===== config.mk =====
export PLATFORM = sky130hd
export DESIGN_NAME = mxt_front
export DESIGN_NICKNAME = d
export VERILOG_FILES = /design/src/rtl/mxt_pkg.sv /design/src/rtl/mxt_front.sv
export SDC_FILE = /design/constraint.sdc
export NUM_CORES = 1
export LEC_CHECK = 0
export BUFFER_PORTS_ARGS = -buffer_cell sky130_fd_sc_hd__buf_2
export CAP_MARGIN = 20
export CORE_AREA = 2 2 80 82
export DETAILED_ROUTE_END_ITERATION = 8
export DIE_AREA = 0 0 82 84
export PLACE_DENSITY = 0.73
export SLEW_MARGIN = 0
export SYNTH_ARGS = -nofsm -noshare
export SYNTH_HDL_FRONTEND = slang
export SYNTH_SLANG_ARGS = --single-unit

===== constraint.sdc =====
create_clock -name clk -period 2.3 [get_ports clk]
set_input_delay 0.115 -clock clk [delete_from_list [all_inputs] [get_ports clk]]
set_output_delay 0.115 -clock clk [all_outputs]
set_load 0.01 [all_outputs]

===== src/rtl/mxt_pkg.sv =====
// ----------------------------------------------------------------------------
// mxt_pkg
// Shared constants, types and engine states for the max-XOR-pair trie block.
// ----------------------------------------------------------------------------
package mxt_pkg;

	localparam int VALUE_BITS  = 32;
	localparam int NODE_COUNT  = 32768;
	localparam int NODE_W      = $clog2(NODE_COUNT);
	localparam int CNT_W       = NODE_W + 1;
	localparam int LVL_W       = $clog2(VALUE_BITS);
	localparam int DATA_W      = 32;
	localparam int IN_TDATA_W  = DATA_W;
	localparam int OUT_TDATA_W = 2 * DATA_W;

	// job queue between front and engine; depth must be a power of two
	localparam int QUEUE_DEPTH = 2;
	localparam int QPTR_W      = $clog2(QUEUE_DEPTH);
	localparam int QCNT_W      = $clog2(QUEUE_DEPTH + 1);

	// [1] = child for bit 1, [0] = child for bit 0; zero means no child
	typedef logic [1:0][NODE_W-1:0] links_t;

	typedef struct packed {
		logic                  clear;
		logic [VALUE_BITS-1:0] value;
	} job_t;

	typedef struct packed {
		logic [VALUE_BITS-1:0] best;
		logic [VALUE_BITS-1:0] maxv;
		logic                  full;
	} result_t;

	typedef enum logic [2:0] {
		ST_IDLE,
		ST_INS_ROOT,
		ST_INS_WALK,
		ST_INS_ALLOC,
		ST_QRY_ROOT,
		ST_QRY_WALK,
		ST_DONE
	} state_t;

endpackage


===== src/rtl/mxt_front.sv =====
// ----------------------------------------------------------------------------
// mxt_front
// Input side: takes beats, turns each into a job and queues them for the engine.
// ----------------------------------------------------------------------------
module mxt_front import mxt_pkg::*; (
	input  logic                  clk,
	input  logic                  arst_n,
	input  logic                  s_tvalid,
	output logic                  s_tready,
	input  logic [IN_TDATA_W-1:0] s_tdata,   // [31:0] value
	input  logic [0:0]            s_tuser,   // [0] clear_first
	output logic                  job_valid,
	output job_t                  job,
	input  logic                  job_pop
);

	job_t              queue_q [QUEUE_DEPTH];
	logic [QPTR_W-1:0] wr_ptr_q;
	logic [QPTR_W-1:0] rd_ptr_q;
	logic [QCNT_W-1:0] count_q;
	logic              push;
	logic              pop;
	job_t              in_job;

	assign s_tready  = (count_q != QCNT_W'(QUEUE_DEPTH));
	assign push      = s_tvalid && s_tready;
	assign pop       = job_pop && job_valid;
	assign job_valid = (count_q != '0);
	assign job       = queue_q[rd_ptr_q];

	always_comb begin
		in_job.value = s_tdata[VALUE_BITS-1:0];
		in_job.clear = s_tuser[0];
	end

	always_ff @(posedge clk) begin
		if (push) begin
			queue_q[wr_ptr_q] <= in_job;
		end
	end

	always_ff @(posedge clk or negedge arst_n) begin
		if (!arst_n) begin
			wr_ptr_q <= '0;
			rd_ptr_q <= '0;
			count_q  <= '0;
		end else begin
			if (push) begin
				wr_ptr_q <= wr_ptr_q + QPTR_W'(1);
			end
			if (pop) begin
				rd_ptr_q <= rd_ptr_q + QPTR_W'(1);
			end
			if (push && !pop) begin
				count_q <= count_q + QCNT_W'(1);
			end else if (pop && !push) begin
				count_q <= count_q - QCNT_W'(1);
			end
		end
	end

endmodule


==> results by group <==
Route
  – Via/cell ratio: 4.55
  – Antenna viol nets, final: 0
  – Remaining DRCs: 0
  – Routed WL: 4.56 mm
  – DR WL/cell: 14.3 um
  – DRT iter0 DRCs: 33
  – Pre-antenna DRT Iters: 4
  – Via count: 1,453

Placement
  – Dpl hpwl: 2.97 mm
  – PortBufs: 71
  – Dpl ws: 604 ps
  – # placed instances: 269
  – GPL Wtd Cong: 0.661

Power
  – Pwr/cell area: 1170 nW/um2
  – Post-layout total power: 0.00438 W
  – VDD IR max: 0.815 mV
  – Pleak: 1.51 nW

Global routing
  – Grt ovf: 0
  – First-pass GRT wire length: 7.09 mm
  – Number of global-route vias before repair: 1,517
  – Tot GR Track Use: 14.5%
  – Initial antenna violation count: 0
  – Largest net degree at the start of global routing: 27

Timing
  – Final Cycle Share: 80.0%
  – Slew @ Worst Pin: 430 ps
  – Final worst slack: 460 ps
  – Max Slew Vio Count: 0
  – Worst Clk Skew: 5.38 ps
  – Tmin final: 1840 ps
  – Fmax: 0.543 GHz
  – Final setup fails: 0
  – Relative slew slack: 71.3%
  – Setup total negative slack: 0 ps
  – RSZ-0062 raised after global routing: false
  – Fin. Hold Viols: 0
  – Hold_ws: 84.5 ps

Outcome
  – Status: finished clean

Worst setup path
  – Worst Path Required: 2180 ps
  – Max Fanout on Critical Path: 24
  – Startpoint Class: flop
  – Worst EP arrival: 1730 ps
  – Crit path kind: reg2out
  – Setup crit start: rd_ptr_q
  – Reg-to-reg startpoint: count_q[0]
  – Worst setup EP type: primary output

Clock tree
  – CTS buffer count: 9
  – H-tree depth: 3
  – Clock slew at reported path FFs: 70 ps
  – Clk root buf: clkbuf_8
  – Clock Path Buffers: 2
  – Worst-Skew Late Latency: 340 ps
  – Clock Sinks: 70
  – Post_cts resized: 0
  – CTS tree: yes

Cells and area
  – Final non-filler cell total: 319
  – Ant. Diodes: 0
  – Layout Nets: 275
  – Fraction of layout cells with a size suffix above 1: 52.1%
  – Most common cell after layout, fill and taps aside: buf_2
  – Layout area overhead: 36.6%
  – Most frequent cells in the layout: buf_2 (71), edfxtp_1 (66), dlygate4sd3_1 (34)

Synth
  – Syn Inst Count: 121
  – Yosys reg bits: 70
  – YS warnings: 0
  – Sequential area share after synthesis: 76.3%
  – Synthesized net count: 159
  – Mapped Area: 2730 um2
  – Synth Area per Inst: 22.5 um2
  – Distinct cells, synth: 15

Job
  – Max cap viols: 0

Die
  – Core ar.: 6100 um2
  – Die Area: 6890 um2
  – Std-Cell Rows: 29
  – Number of I/O pins: 72
  – Chip width: 82 um
  – Initial Util: 44.7%
  – Die Ht: 84 um

Min path
  – Worst hold path type: in2reg
  – HP Start: job_pop
## flip-flops by register name, summed over array words and instances, names as in the netlist
name      cells
count_q       2
queue_q      66
rd_ptr_q      1
wr_ptr_q      1
## cell families (layout without fill, tap and decap cells)
logic type	after synthesis	count (layout)	share of synthesized area [%]
fa+ha+maj	1	1	0.459
simple gates	7	7	1.24
flops	70	70	76.3
xor+xnor	5	5	1.61
mux	33	33	17.6
buf+inv	5	126	2.75
## per-stage QoR
step	util (%)	area, um2
floorplan	-	2730
global placement	52.1	3170
detailed placement	52.1	3170
CTS	61.1	3730
global route	61.1	3730
finish	61.1	3730
## critical path: stages (launching register included)
cell,delay (ps)
dfrtp_2,610
buf_12,270
mux2_2,360
buf_2,140
## cell type report
cell class / count / area (um2)
clock buffers: 9 / 124
flip-flops and latches: 70 / 2080
clock inverters: 7 / 88.8
well taps: 77 / 96.3
fillers: 444 / 2370
multi-input cells: 46 / 579
inverters: 1 / 3.75
repair buffers: 109 / 751
## cell usage after synthesis
library cell	n	share of area, %
edfxtp_1	66	73
mux2_4	29	16
dfrtp_1	4	3.7
mux2_2	4	1.7
buf_12	3	2.2
xnor2_1	3	0.96
nand2_1	2	0.28
nor2_1	2	0.28
xor2_1	2	0.64
and3_1	1	0.23
buf_6	1	0.41
ha_1	1	0.46
inv_1	1	0.14
nand2b_1	1	0.23
or2_1	1	0.23
## metal layers
metal,global-route usage (%),vias up,part of all wire (%)
met2,23.9,58,51
met4,7.27,0,1.6
met1,16.4,690,41
met5,0,-,0
met3,4.76,6,6.6
li1,-,699,-
## where the power goes
part / internal, W / switching, W
registers: 0.00175 / 0.000148
logic: 0.000792 / 0.000663
clock network: 0.000602 / 0.000423
## worst paths after layout
path / depth (start not counted) / endpoint / slack, ps
setup / recovery: 3 / job[17] / 460
hold / removal: 3 / rd_ptr_q / 80
setup reg to reg: 4 / queue_q[0][15] / 610
hold reg to reg: 1 / count_q[1] / 500
max in group asynchronous: 2 / rd_ptr_q / 2050
min in group asynchronous: 2 / wr_ptr_q / 110
## what timing repair did
item,in CTS,in global routing
endpoints found under the hold margin,70,0
hold buffers,34,0
setup buffers,0,0
No activity file was read; power rests on OpenSTA's default activity.
